File: src/rtl/occupancy_light_controller_defines.svh
// assertion macros shared by the occupancy light controller rtl
`ifndef OCCUPANCY_LIGHT_CONTROLLER_DEFINES_SVH
`define OCCUPANCY_LIGHT_CONTROLLER_DEFINES_SVH

// same-cycle implication, sampled on clk and disabled in reset
`define OLC_ASSERT_NOW(label, ante, cons, msg) \
  label: assert property (@(posedge clk) disable iff (!rst_n) (ante) |-> (cons)) \
    else $error(msg);

// next-cycle implication, sampled on clk and disabled in reset
`define OLC_ASSERT_NEXT(label, ante, cons, msg) \
  label: assert property (@(posedge clk) disable iff (!rst_n) (ante) |=> (cons)) \
    else $error(msg);

`endif

File: src/rtl/olc_pkg.sv
// types and constants of the occupancy light controller
package olc_pkg;

  localparam logic [1:0] KIND_TICK   = 2'd0;
  localparam logic [1:0] KIND_SENSOR = 2'd1;
  localparam logic [1:0] KIND_CMD    = 2'd2;

  localparam logic [7:0] CMD_SET     = 8'd20;
  localparam logic [7:0] CMD_SET_ACK = 8'd22;
  localparam logic [7:0] CMD_STATUS  = 8'd50;

  localparam logic [7:0] MODE_OFF  = 8'd0;
  localparam logic [7:0] MODE_ON   = 8'd1;
  localparam logic [7:0] MODE_AUTO = 8'd2;

  localparam logic [1:0] RPT_PERIODIC = 2'd0;
  localparam logic [1:0] RPT_EVENT    = 2'd1;
  localparam logic [1:0] RPT_ACK      = 2'd2;
  localparam logic [1:0] RPT_STATUS   = 2'd3;

  localparam int          ABS_W       = 14;
  localparam logic [13:0] SEC_PER_MIN = 14'd60;
  localparam logic [7:0]  HOLD_RESET  = 8'd20;

  localparam int          APB_AW        = 3;
  localparam logic [0:0]  REG_INIT_HOLD = 1'b0;

  typedef struct packed {
    logic [1:0] kind;
    logic       sensor_level;
    logic [7:0] command_code;
    logic [7:0] command_mode;
    logic [7:0] command_hold_minutes;
  } olc_item_t;

  typedef struct packed {
    logic       relay_on;
    logic       occupied;
    logic       report_valid;
    logic [1:0] report_code;
    logic       report_sensor;
    logic [7:0] hold_minutes_now;
    logic [7:0] mode_now;
    logic       save_hold;
  } olc_result_t;

endpackage

File: src/rtl/olc_if.sv
// input and result channel interfaces of the occupancy light controller
interface olc_in_if;
  logic       valid;
  logic       ready;
  logic [1:0] kind;
  logic       sensor_level;
  logic [7:0] command_code;
  logic [7:0] command_mode;
  logic [7:0] command_hold_minutes;

  modport source (output valid, kind, sensor_level, command_code, command_mode,
                  command_hold_minutes, input ready);
  modport sink (input valid, kind, sensor_level, command_code, command_mode,
                command_hold_minutes, output ready);
endinterface

interface olc_out_if;
  logic       valid;
  logic       ready;
  logic       relay_on;
  logic       occupied;
  logic       report_valid;
  logic [1:0] report_code;
  logic       report_sensor;
  logic [7:0] hold_minutes_now;
  logic [7:0] mode_now;
  logic       save_hold;

  modport source (output valid, relay_on, occupied, report_valid, report_code,
                  report_sensor, hold_minutes_now, mode_now, save_hold, input ready);
  modport sink (input valid, relay_on, occupied, report_valid, report_code,
                report_sensor, hold_minutes_now, mode_now, save_hold, output ready);
endinterface

File: src/rtl/olc_core.sv
// occupancy state registers and the per-item update logic
`include "occupancy_light_controller_defines.svh"

module olc_core #(
  parameter int TPS = 100,
  parameter int RPS = 600,
  localparam int PW = $clog2(TPS + 1),
  localparam int RW = $clog2(RPS + 1)
) (
  input  logic                clk,
  input  logic                rst_n,
  input  logic                item_acc,
  input  olc_pkg::olc_item_t  item,
  input  logic                cfg_wr,
  input  logic [7:0]          cfg_hold,
  output olc_pkg::olc_result_t res
);

  logic                     sensor_r, sensor_nxt;
  logic                     present_r, present_nxt;
  logic                     running_r, running_nxt;
  logic [olc_pkg::ABS_W-1:0] abs_r, abs_nxt;
  logic [PW-1:0]            pre_r, pre_nxt;
  logic [RW-1:0]            rep_r, rep_nxt;
  logic [7:0]               strip_r, strip_nxt;
  logic [7:0]               hold_r, hold_nxt;
  logic                     relay_r, relay_nxt;

  logic                     send;
  logic [1:0]               rcode;
  logic                     save;
  logic [PW-1:0]            pre_inc;
  logic [RW-1:0]            rep_inc;
  logic [olc_pkg::ABS_W-1:0] abs_inc;
  logic [olc_pkg::ABS_W-1:0] hold_lim;
  logic                     is_set;

  assign pre_inc  = pre_r + PW'(1);
  assign rep_inc  = rep_r + RW'(1);
  assign abs_inc  = abs_r + olc_pkg::ABS_W'(1);
  assign hold_lim = {6'd0, hold_r} * olc_pkg::SEC_PER_MIN;
  assign is_set   = (item.command_code == olc_pkg::CMD_SET) ||
                    (item.command_code == olc_pkg::CMD_SET_ACK);

  always_comb begin
    sensor_nxt  = sensor_r;
    present_nxt = present_r;
    running_nxt = running_r;
    abs_nxt     = abs_r;
    pre_nxt     = pre_r;
    rep_nxt     = rep_r;
    strip_nxt   = strip_r;
    hold_nxt    = hold_r;
    relay_nxt   = relay_r;
    send        = 1'b0;
    rcode       = olc_pkg::RPT_PERIODIC;
    save        = 1'b0;

    case (item.kind)
      olc_pkg::KIND_TICK: begin
        if (pre_inc >= PW'(TPS)) begin
          pre_nxt = '0;
          if (rep_inc >= RW'(RPS)) begin
            rep_nxt = '0;
            send    = 1'b1;
            rcode   = olc_pkg::RPT_PERIODIC;
          end else begin
            rep_nxt = rep_inc;
          end
          if (running_r) begin
            // event report overrides a periodic one on the same second
            if (abs_inc >= hold_lim) begin
              running_nxt = 1'b0;
              abs_nxt     = '0;
              present_nxt = 1'b0;
              send        = 1'b1;
              rcode       = olc_pkg::RPT_EVENT;
            end else begin
              abs_nxt = abs_inc;
            end
          end
        end else begin
          pre_nxt = pre_inc;
        end
      end
      olc_pkg::KIND_SENSOR: begin
        if (item.sensor_level != sensor_r) begin
          abs_nxt    = '0;
          sensor_nxt = item.sensor_level;
          if (item.sensor_level) begin
            running_nxt = 1'b0;
            if (!present_r) begin
              present_nxt = 1'b1;
              send        = 1'b1;
              rcode       = olc_pkg::RPT_EVENT;
            end
          end else begin
            running_nxt = 1'b1;
          end
        end
      end
      olc_pkg::KIND_CMD: begin
        if (is_set) begin
          if (item.command_code == olc_pkg::CMD_SET_ACK) begin
            send  = 1'b1;
            rcode = olc_pkg::RPT_ACK;
          end
          strip_nxt = item.command_mode;
          if (item.command_mode == olc_pkg::MODE_ON) begin
            relay_nxt = 1'b1;
          end else if (item.command_mode == olc_pkg::MODE_OFF) begin
            relay_nxt = 1'b0;
          end
          if (hold_r != item.command_hold_minutes) begin
            hold_nxt = item.command_hold_minutes;
            save     = 1'b1;
          end
        end else if (item.command_code == olc_pkg::CMD_STATUS) begin
          send  = 1'b1;
          rcode = olc_pkg::RPT_STATUS;
        end
      end
      default: begin
      end
    endcase

    if (strip_nxt == olc_pkg::MODE_AUTO) begin
      relay_nxt = present_nxt;
    end
    // any report restarts the periodic count
    if (send) begin
      rep_nxt = '0;
    end
  end

  always_comb begin
    res.relay_on         = relay_nxt;
    res.occupied         = present_nxt;
    res.report_valid     = send;
    res.report_code      = rcode;
    res.report_sensor    = sensor_nxt;
    res.hold_minutes_now = hold_nxt;
    res.mode_now         = strip_nxt;
    res.save_hold        = save;
  end

  always_ff @(posedge clk) begin
    if (!rst_n) begin
      sensor_r  <= 1'b0;
      present_r <= 1'b0;
      running_r <= 1'b0;
      abs_r     <= '0;
      pre_r     <= '0;
      rep_r     <= '0;
      strip_r   <= olc_pkg::MODE_OFF;
      hold_r    <= olc_pkg::HOLD_RESET;
      relay_r   <= 1'b0;
    end else if (cfg_wr) begin
      hold_r <= cfg_hold;
    end else if (item_acc) begin
      sensor_r  <= sensor_nxt;
      present_r <= present_nxt;
      running_r <= running_nxt;
      abs_r     <= abs_nxt;
      pre_r     <= pre_nxt;
      rep_r     <= rep_nxt;
      strip_r   <= strip_nxt;
      hold_r    <= hold_nxt;
      relay_r   <= relay_nxt;
    end
  end

  `OLC_ASSERT_NOW(a_pre_range, 1'b1, pre_r < PW'(TPS), "tick prescaler out of range")
  `OLC_ASSERT_NOW(a_rep_range, 1'b1, rep_r < RW'(RPS), "report counter out of range")
  `OLC_ASSERT_NOW(a_absence_ctx, running_r || sensor_r, present_r && !(running_r && sensor_r),
                  "absence count or motion seen without occupancy")

endmodule

File: src/rtl/olc_outbuf.sv
// two-entry result buffer between the update logic and the result channel
`include "occupancy_light_controller_defines.svh"

module olc_outbuf (
  input  logic                 clk,
  input  logic                 rst_n,
  input  logic                 push,
  input  olc_pkg::olc_result_t push_data,
  output logic                 full,
  input  logic                 pop_ready,
  output logic                 head_valid,
  output olc_pkg::olc_result_t head_data
);

  olc_pkg::olc_result_t main_r, skid_r;
  logic                 main_v_r, skid_v_r;
  logic                 pop;

  assign pop        = main_v_r && pop_ready;
  assign full       = skid_v_r;
  assign head_valid = main_v_r;
  assign head_data  = main_r;

  always_ff @(posedge clk) begin
    if (!rst_n) begin
      main_v_r <= 1'b0;
      skid_v_r <= 1'b0;
    end else begin
      if (push) begin
        if (!main_v_r || pop) begin
          main_v_r <= 1'b1;
        end else begin
          skid_v_r <= 1'b1;
        end
      end else if (pop) begin
        main_v_r <= skid_v_r;
        skid_v_r <= 1'b0;
      end
    end
  end

  // payload registers, no reset
  always_ff @(posedge clk) begin
    if (push) begin
      if (!main_v_r || pop) begin
        main_r <= push_data;
      end else begin
        skid_r <= push_data;
      end
    end else if (pop) begin
      main_r <= skid_r;
    end
  end

  `OLC_ASSERT_NOW(a_skid_needs_main, skid_v_r, main_v_r, "skid entry held with empty head")
  `OLC_ASSERT_NEXT(a_no_overrun, skid_v_r && !pop, skid_v_r && main_v_r,
                   "buffered item lost while stalled")

endmodule

File: src/rtl/occupancy_light_controller.sv
// Occupancy light controller: each item (10 ms tick, motion sample or host command) is
// processed by the state update logic and its result item is registered in a result
// buffer that presents it on out_item. A new item can be taken every cycle; the two-entry
// buffer keeps in_item.ready high while one result waits, so the input stalls only when
// two results are pending. The state register update sets this rate.
// The one configuration register (initial hold minutes, any address with paddr[2] low)
// also reloads the active hold time when written. No clearing pass runs after reset.
module occupancy_light_controller #(
  parameter int TICKS_PER_SECOND      = 100,
  parameter int REPORT_PERIOD_SECONDS = 600
) (
  input  logic                       clk,
  input  logic                       rst_n,
  olc_in_if.sink                     in_item,
  olc_out_if.source                  out_item,
  input  logic                       psel,
  input  logic                       penable,
  input  logic                       pwrite,
  input  logic [olc_pkg::APB_AW-1:0] paddr,
  input  logic [31:0]                pwdata,
  output logic [31:0]                prdata,
  output logic                       pready
);

  olc_pkg::olc_item_t   item;
  olc_pkg::olc_result_t res;
  olc_pkg::olc_result_t head;
  logic                 buf_full;
  logic                 item_acc;
  logic                 cfg_wr;
  logic [7:0]           init_hold_r;

  assign pready   = 1'b1;
  assign cfg_wr   = psel && penable && pwrite && pready &&
                    (paddr[2] == olc_pkg::REG_INIT_HOLD);
  assign prdata   = (paddr[2] == olc_pkg::REG_INIT_HOLD) ? {24'd0, init_hold_r} : 32'd0;

  always_ff @(posedge clk) begin
    if (!rst_n) begin
      init_hold_r <= olc_pkg::HOLD_RESET;
    end else if (cfg_wr) begin
      init_hold_r <= pwdata[7:0];
    end
  end

  assign in_item.ready = !buf_full;
  assign item_acc      = in_item.valid && !buf_full;

  assign item.kind                 = in_item.kind;
  assign item.sensor_level         = in_item.sensor_level;
  assign item.command_code         = in_item.command_code;
  assign item.command_mode         = in_item.command_mode;
  assign item.command_hold_minutes = in_item.command_hold_minutes;

  olc_core #(
    .TPS (TICKS_PER_SECOND),
    .RPS (REPORT_PERIOD_SECONDS)
  ) u_core (
    .clk      (clk),
    .rst_n    (rst_n),
    .item_acc (item_acc),
    .item     (item),
    .cfg_wr   (cfg_wr),
    .cfg_hold (pwdata[7:0]),
    .res      (res)
  );

  olc_outbuf u_outbuf (
    .clk        (clk),
    .rst_n      (rst_n),
    .push       (item_acc),
    .push_data  (res),
    .full       (buf_full),
    .pop_ready  (out_item.ready),
    .head_valid (out_item.valid),
    .head_data  (head)
  );

  assign out_item.relay_on         = head.relay_on;
  assign out_item.occupied         = head.occupied;
  assign out_item.report_valid     = head.report_valid;
  assign out_item.report_code      = head.report_code;
  assign out_item.report_sensor    = head.report_sensor;
  assign out_item.hold_minutes_now = head.hold_minutes_now;
  assign out_item.mode_now         = head.mode_now;
  assign out_item.save_hold        = head.save_hold;

endmodule
File: src/flat_wrapper.sv
// flat-port wrapper written by rule: the top's interface ports become plain ports
module occupancy_light_controller_flat 
#(
  parameter int TICKS_PER_SECOND      = 100,
  parameter int REPORT_PERIOD_SECONDS = 600
)
  (clk, rst_n, psel, penable, pwrite, paddr, pwdata, prdata, pready, in_item_valid, in_item_kind, in_item_sensor_level, in_item_command_code, in_item_command_mode, in_item_command_hold_minutes, in_item_ready, out_item_valid, out_item_relay_on, out_item_occupied, out_item_report_valid, out_item_report_code, out_item_report_sensor, out_item_hold_minutes_now, out_item_mode_now, out_item_save_hold, out_item_ready);
  olc_in_if in_item_i ();
  olc_out_if out_item_i ();
  input  logic clk;
  input  logic rst_n;
  input  logic psel;
  input  logic penable;
  input  logic pwrite;
  input  logic [olc_pkg::APB_AW-1:0] paddr;
  input  logic [31:0] pwdata;
  output logic [31:0] prdata;
  output logic pready;
  input wire logic [$bits(in_item_i.valid)-1:0] in_item_valid;
  input wire logic [$bits(in_item_i.kind)-1:0] in_item_kind;
  input wire logic [$bits(in_item_i.sensor_level)-1:0] in_item_sensor_level;
  input wire logic [$bits(in_item_i.command_code)-1:0] in_item_command_code;
  input wire logic [$bits(in_item_i.command_mode)-1:0] in_item_command_mode;
  input wire logic [$bits(in_item_i.command_hold_minutes)-1:0] in_item_command_hold_minutes;
  output wire logic [$bits(in_item_i.ready)-1:0] in_item_ready;
  output wire logic [$bits(out_item_i.valid)-1:0] out_item_valid;
  output wire logic [$bits(out_item_i.relay_on)-1:0] out_item_relay_on;
  output wire logic [$bits(out_item_i.occupied)-1:0] out_item_occupied;
  output wire logic [$bits(out_item_i.report_valid)-1:0] out_item_report_valid;
  output wire logic [$bits(out_item_i.report_code)-1:0] out_item_report_code;
  output wire logic [$bits(out_item_i.report_sensor)-1:0] out_item_report_sensor;
  output wire logic [$bits(out_item_i.hold_minutes_now)-1:0] out_item_hold_minutes_now;
  output wire logic [$bits(out_item_i.mode_now)-1:0] out_item_mode_now;
  output wire logic [$bits(out_item_i.save_hold)-1:0] out_item_save_hold;
  input wire logic [$bits(out_item_i.ready)-1:0] out_item_ready;
  assign in_item_i.valid = in_item_valid;
  assign in_item_i.kind = in_item_kind;
  assign in_item_i.sensor_level = in_item_sensor_level;
  assign in_item_i.command_code = in_item_command_code;
  assign in_item_i.command_mode = in_item_command_mode;
  assign in_item_i.command_hold_minutes = in_item_command_hold_minutes;
  assign in_item_ready = in_item_i.ready;
  assign out_item_valid = out_item_i.valid;
  assign out_item_relay_on = out_item_i.relay_on;
  assign out_item_occupied = out_item_i.occupied;
  assign out_item_report_valid = out_item_i.report_valid;
  assign out_item_report_code = out_item_i.report_code;
  assign out_item_report_sensor = out_item_i.report_sensor;
  assign out_item_hold_minutes_now = out_item_i.hold_minutes_now;
  assign out_item_mode_now = out_item_i.mode_now;
  assign out_item_save_hold = out_item_i.save_hold;
  assign out_item_i.ready = out_item_ready;
  occupancy_light_controller #(.TICKS_PER_SECOND(TICKS_PER_SECOND), .REPORT_PERIOD_SECONDS(REPORT_PERIOD_SECONDS)) u_core (.clk(clk), .rst_n(rst_n), .in_item(in_item_i), .out_item(out_item_i), .psel(psel), .penable(penable), .pwrite(pwrite), .paddr(paddr), .pwdata(pwdata), .prdata(prdata), .pready(pready));
endmodule
File: config.mk
export PLATFORM = sky130hd
export DESIGN_NAME = occupancy_light_controller_flat
export DESIGN_NICKNAME = d
export VERILOG_FILES = /design/src/rtl/olc_pkg.sv /design/src/rtl/olc_if.sv /design/src/rtl/olc_core.sv /design/src/rtl/olc_outbuf.sv /design/src/rtl/occupancy_light_controller.sv /design/src/flat_wrapper.sv
export VERILOG_INCLUDE_DIRS = /design/src /design/src/rtl
export SDC_FILE = /design/constraint.sdc
export NUM_CORES = 1
export LEC_CHECK = 0
export BUFFER_PORTS_ARGS = -buffer_cell sky130_fd_sc_hd__clkbuf_2
export CAP_MARGIN = 5
export CORE_UTILIZATION = 50
export DETAILED_ROUTE_END_ITERATION = 10
export GPL_ROUTABILITY_DRIVEN = 0
export PLACE_DENSITY = 0.86
export REMOVE_ABC_BUFFERS = 1
export SYNTH_ARGS = -nofsm -noshare
export SYNTH_HDL_FRONTEND = slang
export SYNTH_SLANG_ARGS = --single-unit
File: constraint.sdc
create_clock -name clk -period 4.46 [get_ports clk]
set_input_delay 1.115 -clock clk [delete_from_list [all_inputs] [get_ports clk]]
set_output_delay 1.115 -clock clk [all_outputs]
set_load 0.03 [all_outputs]
After elaboration in Yosys (flattened, before gate mapping)
Index checks and enable logic that the tools add are counted.
Widths: inputs -> output; s select.
{"block": "classes", "eq_ne": 14, "n_reduce_logical": 24, "n_mux": 70, "add_sub_neg": 3, "n_bitwise": 3, "multipliers": 1, "magnitude_cmp": 3}
{"op": "$mux 23", "n": 3}
{"op": "$mux 8", "n": 8}
{"op": "$mux 14", "n": 4}
{"op": "$mux 1", "n": 42}
{"op": "$mux 10", "n": 4}
{"op": "$pmux 14 s2", "n": 1}
{"op": "$eq 8x5->1 const B", "n": 2}
{"op": "$add 14x1->14 const B", "n": 1}
{"op": "$ge 14x14->1", "n": 1}
{"op": "$mul 8x4->12 const B", "n": 1}
{"op": "$add 10x1->10 const B", "n": 1}
{"op": "$ge 10x10->1 const B", "n": 1}
{"op": "$reduce_bool 2->1", "n": 5}
{"op": "$eq 8x1->1 const B", "n": 1}
{"op": "$eq 8x2->1 const B", "n": 1}
{"op": "$eq 8x6->1 const B", "n": 1}
{"op": "$logic_not 8->1", "n": 1}
{"op": "$ne 2x2->1 const B", "n": 4}
{"op": "$ne 8x8->1", "n": 1}
{"op": "$reduce_and 2->1", "n": 4}
{"op": "$add 7x1->7 const B", "n": 1}
{"op": "$ge 7x7->1 const B", "n": 1}
{"op": "$mux 7", "n": 1}
{"op": "$mux 2", "n": 3}
{"op": "16 further kinds", "n": 25}
{"block": "word_totals", "in_bits": 69, "out_inout_bits": 58, "regBits": 107}

Depth between registers and ports, before layout
{"block": "depth", "depth_word": 9, "ltp_mapped": 22, "ltp_nobuf": 20}

By module
A second synthesis with hierarchy kept.
{"block": "hier_totals", "hier_cells": 713, "hier_area_um2": 6765.2}
{"module": "olc_core", "cells_each": 556, "area_per_inst_um2": 4314.1, "n_inst": 1, "seq_area_each_um2": 1021.0}
{"module": "olc_outbuf", "cells_each": 85, "area_per_inst_um2": 1840.5, "n_inst": 1, "seq_area_each_um2": 1421.4}
{"module": "occupancy_light_controller", "cells_each": 72, "area_per_inst_um2": 610.6, "n_inst": 1, "seq_area_each_um2": 160.2}

Worst setup path after synthesis
No wires, ideal clock.
{"block": "synth_timing", "path_type": "register to register", "start": "register u_core.u_core.hold_r[2]", "end": "register u_core.u_core.abs_r[1] (netlist bit)", "arrival_ns": 4.551, "n_path_buf": 2, "setup_time_ns": 0.071, "required_ns": 4.389, "stages_incl_launch_ff": 22, "setup_slack_ns": -0.162, "cell_sequence": "dfxtp_1 -> inv_1 -> fa_1 -> fa_1 -> inv_1 -> ha_1 -> a21oi_1 -> o21ai_0 -> a21oi_1 -> o21ai_0 -> and4b_1 -> nor4_1 -> ha_1 -> nand4_1 -> nor4_1 -> o31ai_1 -> o211ai_1 -> nor2b_1 -> buf_1 -> clkbuf_1 -> nand3_1 -> a21oi_1"}
{"block": "synth_via", "elab_chain_len": 6}
{"element": "start, declared", "line_no": "olc_core.sv:26", "rtl": "logic [7:0] hold_r, hold_nxt;"}
{"element": "start signal, assigned", "line_no": "olc_core.sv:156", "rtl": "hold_r <= olc_pkg::HOLD_RESET;"}
{"element": "start signal, assigned", "line_no": "olc_core.sv:159", "rtl": "hold_r <= cfg_hold;"}
{"element": "start signal, assigned", "line_no": "olc_core.sv:168", "rtl": "hold_r <= hold_nxt;"}
{"element": "$mul 8x4->12", "line_no": "olc_core.sv:41", "rtl": "assign hold_lim = {6'd0, hold_r} * olc_pkg::SEC_PER_MIN;"}
{"element": "$ge 14x14->1", "line_no": "olc_core.sv:72", "rtl": "if (abs_inc >= hold_lim) begin"}
{"element": "$mux 14", "line_no": "olc_core.sv:72"}
{"element": "$mux 14", "line_no": "olc_core.sv:70", "rtl": "if (running_r) begin"}
{"element": "$mux 14", "line_no": "olc_core.sv:61", "rtl": "if (pre_inc >= PW'(TPS)) begin"}
{"element": "$pmux 14 s2", "line_no": "olc_core.sv:59", "rtl": "case (item.kind)"}
{"element": "end signal, assigned", "line_no": "olc_core.sv:164", "rtl": "abs_r <= abs_nxt;"}
{"element": "end, declared", "line_no": "olc_core.sv:22", "rtl": "logic [olc_pkg::ABS_W-1:0] abs_r, abs_nxt;"}
Every way passes these cells. The select of a mux whose other input is x is not followed.
A chain may end at the register's enable or synchronous reset.

Worst setup path after layout
{"block": "layout_timing", "start": "register u_core.u_core.hold_r[1]", "end": "register u_core.u_outbuf.main_r (netlist bit u_core.u_outbuf.head_data[22]) (data pin)"}
{"block": "layout_via", "elab_chain_len": 9}
{"element": "$mul 8x4->12", "line_no": "olc_core.sv:41"}
{"element": "$ge 14x14->1", "line_no": "olc_core.sv:72"}
{"element": "$mux 1", "line_no": "olc_core.sv:72"}
{"element": "$mux 1", "line_no": "olc_core.sv:70"}
{"element": "$mux 1", "line_no": "olc_core.sv:61"}
{"element": "$pmux 1 s2", "line_no": "olc_core.sv:59"}
{"element": "$mux 1", "line_no": "olc_core.sv:127", "rtl": "if (strip_nxt == olc_pkg::MODE_AUTO) begin"}
{"element": "$mux 23", "line_no": "olc_outbuf.sv:45", "rtl": "if (!main_v_r || pop) begin"}
{"element": "$mux 23", "line_no": "olc_outbuf.sv:44", "rtl": "if (push) begin"}
{"element": "end signal, assigned", "line_no": "olc_outbuf.sv:46", "rtl": "main_r <= push_data;"}
{"element": "end signal, assigned", "line_no": "olc_outbuf.sv:51", "rtl": "main_r <= skid_r;"}
{"element": "end, declared", "line_no": "olc_outbuf.sv:15", "rtl": "olc_pkg::olc_result_t main_r, skid_r;"}
Every way passes these cells. The select of a mux whose other input is x is not followed.

==> metrics.csv <==
metric,value,unit
final_cell_mix,"nand2_1, clkbuf_2, dfxtp_1, inv_1, edfxtp_1",
die_w,116,µm
slew_headroom,31.3,%
fin_ws,-133,ps
grtUsageTotal,23.9,%
remaining_drc_errors,0,
skew,12.9,ps
diodes,0,
worst_slew_pin_slew,1020,ps
grt-ovfl-total,0,
max_freq,218,MHz
io_buffers,75,
rows,41,
ant_nets,0,
rsz0062_at_grt,yes,
crit_arrival,4700,ps
hold_violations,0,
layout-drive-gt1-share,23.8,%
antenna_found_initial,0,
cts_buffer_depth,2,
layout_commonest_cell,nand2_1,
period_share,103,%
root_buffer,clkbuf_16,
p_leak,3.34,nW
cts_sinks,107,
die_area,0.0134,mm²
met1_length,6090,µm
layout_min_cycle_time,4590,ps
yosys_register_bits,107,
dr_wl_met3,1210,µm
cts_tree,built,
htree_levels,3,
worstSetupStartpointType,flip-flop,
p_per_area,345,mW/mm²
num-nets-final,918,
syn2layout_area_growth,17.9,%
slowest_delay,530,ps
routed_wl,15400,µm
cp_cell_sequence,inv_1 -> fa_1 -> fa_1 -> inv_1 -> ha_4 -> nor2b_1 -> o21ai_2 -> a21oi_2 -> o21ai_0 -> nand2b_1 -> a31oi_2 -> xnor2_1 -> ha_1 -> nand4_1 -> nor4_2 -> o31ai_1 -> o211ai_1 -> buf_4 -> o2bb2ai_4 -> mux2_4 -> o21ai_1,
critPathMaxFanout,3,
core_area,0.0126,mm²
hpwl,10400,µm
status,"finished, violations left",
grt_max_degree,37,
clk_latency,360,ps
final.setup.tns,-2070,ps
fin_area,0.00764,mm²
viasPerCell,5.61,
ir_drop,0.000202,V
die_h,116,µm
avgRoutedWirePerCell,15.7,µm
top_layer,met4,
grt_pass1_vias,5286,
worstPathBufferInverterCount,3,
num_vias,5509,
synth_edf_count,46,
end_kind,flip-flop,
seq_area_frac_synth,40.1,%
grt_pass1_wl,24700,µm
boundaryPins,127,
initial_utilization,51.4,%
slew_viol_final,0,
place_area,0.00714,mm²
cp.required,4570,ps
clk_pin_slew,80,ps
cpLargestDelayFamily,adder cells,
maxCapViolCount,0,
synth_ff_type,dfxtp_1,
syn_area_per_cell,9.14,µm²
cp_slowest_cell,fa_1,
yosysWarnings,0,
postSynthCellCount,709,
initialDrtViolationCount,480,
firstDrtPassIters,6,
path_class,flip-flop to flip-flop,
filler_cell_count,1023,
hold_class,flip-flop to flip-flop,
ys_types,63,
place_ws,-362,ps
cts-buffers-inserted,9,
cts_hold_buf,0,
violations,negative setup slack,
async_reset_ff_share,0,%
syn-cell-area,0.00648,mm²
dr_wl_met2,7610,µm
setup_viol,33,
[timing repair]
| action | 4_1_cts | 5_1_grt |
|---|---|---|
| hold endpoints to repair | 0 | 0 |
| resized for setup | 36 | 16 |
| pin swaps | 31 | 14 |
| cloned | 1 | 0 |
| setup buffers | 5 | 1 |
| endpoints found under the setup margin | 35 | 35 |
[metrics by stage]
stage               hold WS, ps  power (mW)  std cells  util, %
floorplan                   415        1.54        673        -
global placement            427        1.73        959     56.5
detailed placement          436        1.76        959     56.5
CTS                         448        2.59        981     60.2
global route                474        2.75        982     60.6
finish                      446        2.63        982     60.6
[area by class of cell]
class	instances	area [µm²]	share of cell area, %
sequential	107	2610	34.1
clock buffer	11	233	3.05
tap	172	215	2.82
timing repair buffer	121	736	9.63
clock inverter	5	42.5	0.557
inverter	51	191	2.50
multi-input combinational	515	3620	47.3
[sequential cells by signal (all words and copies together) (netlist names)]
name,count
u_core.init_hold_r,8
u_core.u_core.abs_r,14
u_core.u_core.hold_r,8
u_core.u_core.pre_r,7
u_core.u_core.present_r,1
u_core.u_core.relay_r,1
u_core.u_core.rep_r,10
u_core.u_core.running_r,1
u_core.u_core.sensor_r,1
u_core.u_core.strip_r,8
u_core.u_outbuf.full,1
u_core.u_outbuf.head_data,23
u_core.u_outbuf.head_valid,1
u_core.u_outbuf.skid_r,23
[path summary, 6_finish.rpt]
check / startpoint / end / slack (ps) / cells after the start
setup / recovery: u_core.u_core.hold_r[1] / u_core.u_outbuf.head_data[22] / -130 / 21
hold / removal: u_core.init_hold_r[2] / u_core.init_hold_r[2] / 450 / 2
setup reg to reg: u_core.u_core.hold_r[1] / u_core.u_outbuf.head_data[22] / -130 / 21
hold reg to reg: u_core.init_hold_r[2] / u_core.init_hold_r[2] / 450 / 2
[power breakdown]
group          total (mW)  switching [mW]  internal [mW]
combinational       0.771           0.444          0.326
sequential           1.09          0.0226           1.07
clock               0.769           0.381          0.388
[cell families (layout without fill, tap and decap cells)]
family / Yosys count / after routing / share of synthesized area, %
simple gates: 242 / 242 / 18.6
compound gates: 151 / 151 / 15.4
buf+inv: 110 / 188 / 7.91
flops: 107 / 107 / 40.1
fa+ha+maj: 44 / 44 / 10.0
xor+xnor: 30 / 30 / 4.05
mux: 23 / 23 / 3.76
other cells: 2 / 25 / 0.116
[cell usage after synthesis (all sizes together) (3+ instances only)]
master	instances	area share [%]
nand2	97	5.6
dfxtp	61	19
inv	51	3.0
edfxtp	46	21
a21oi	43	3.4
buf	33	3.5
o21ai	32	2.5
ha	31	6.0
nand3	27	2.2
nor2	27	1.6
clkbuf	26	1.5
a21boi	16	1.9
xor2	16	2.2
nor2b	15	1.4
xnor2	14	1.9
fa	13	4.0
nand4	13	1.3
mux2i	12	1.9
mux2	11	1.9
nor3	11	0.85
o211a	10	1.5
o21a	9	1.0
a31oi	8	0.77
nor4	8	0.77
o211ai	7	0.81
or2	7	0.68
or3	7	0.75
nand2b	6	0.58
a21o	5	0.58
a211oi	4	0.73
and2	4	0.39
nor4b	4	0.54
a211o	3	0.41
and3	3	0.29
o22ai	3	0.29
or4	3	0.35
[worst min-delay path, cell delays in order (launching register included)]
cell and delay (ps):
dfxtp_1 310, nand2_1 50, nand2_1 40
[layer usage]
layer,vias to the layer above,track usage [%]
li1,2629,-
met1,2595,27.7
met2,244,42.0
met3,41,5.81
met4,0,10.2
met5,-,0
(Power assumes the default switching activity.)
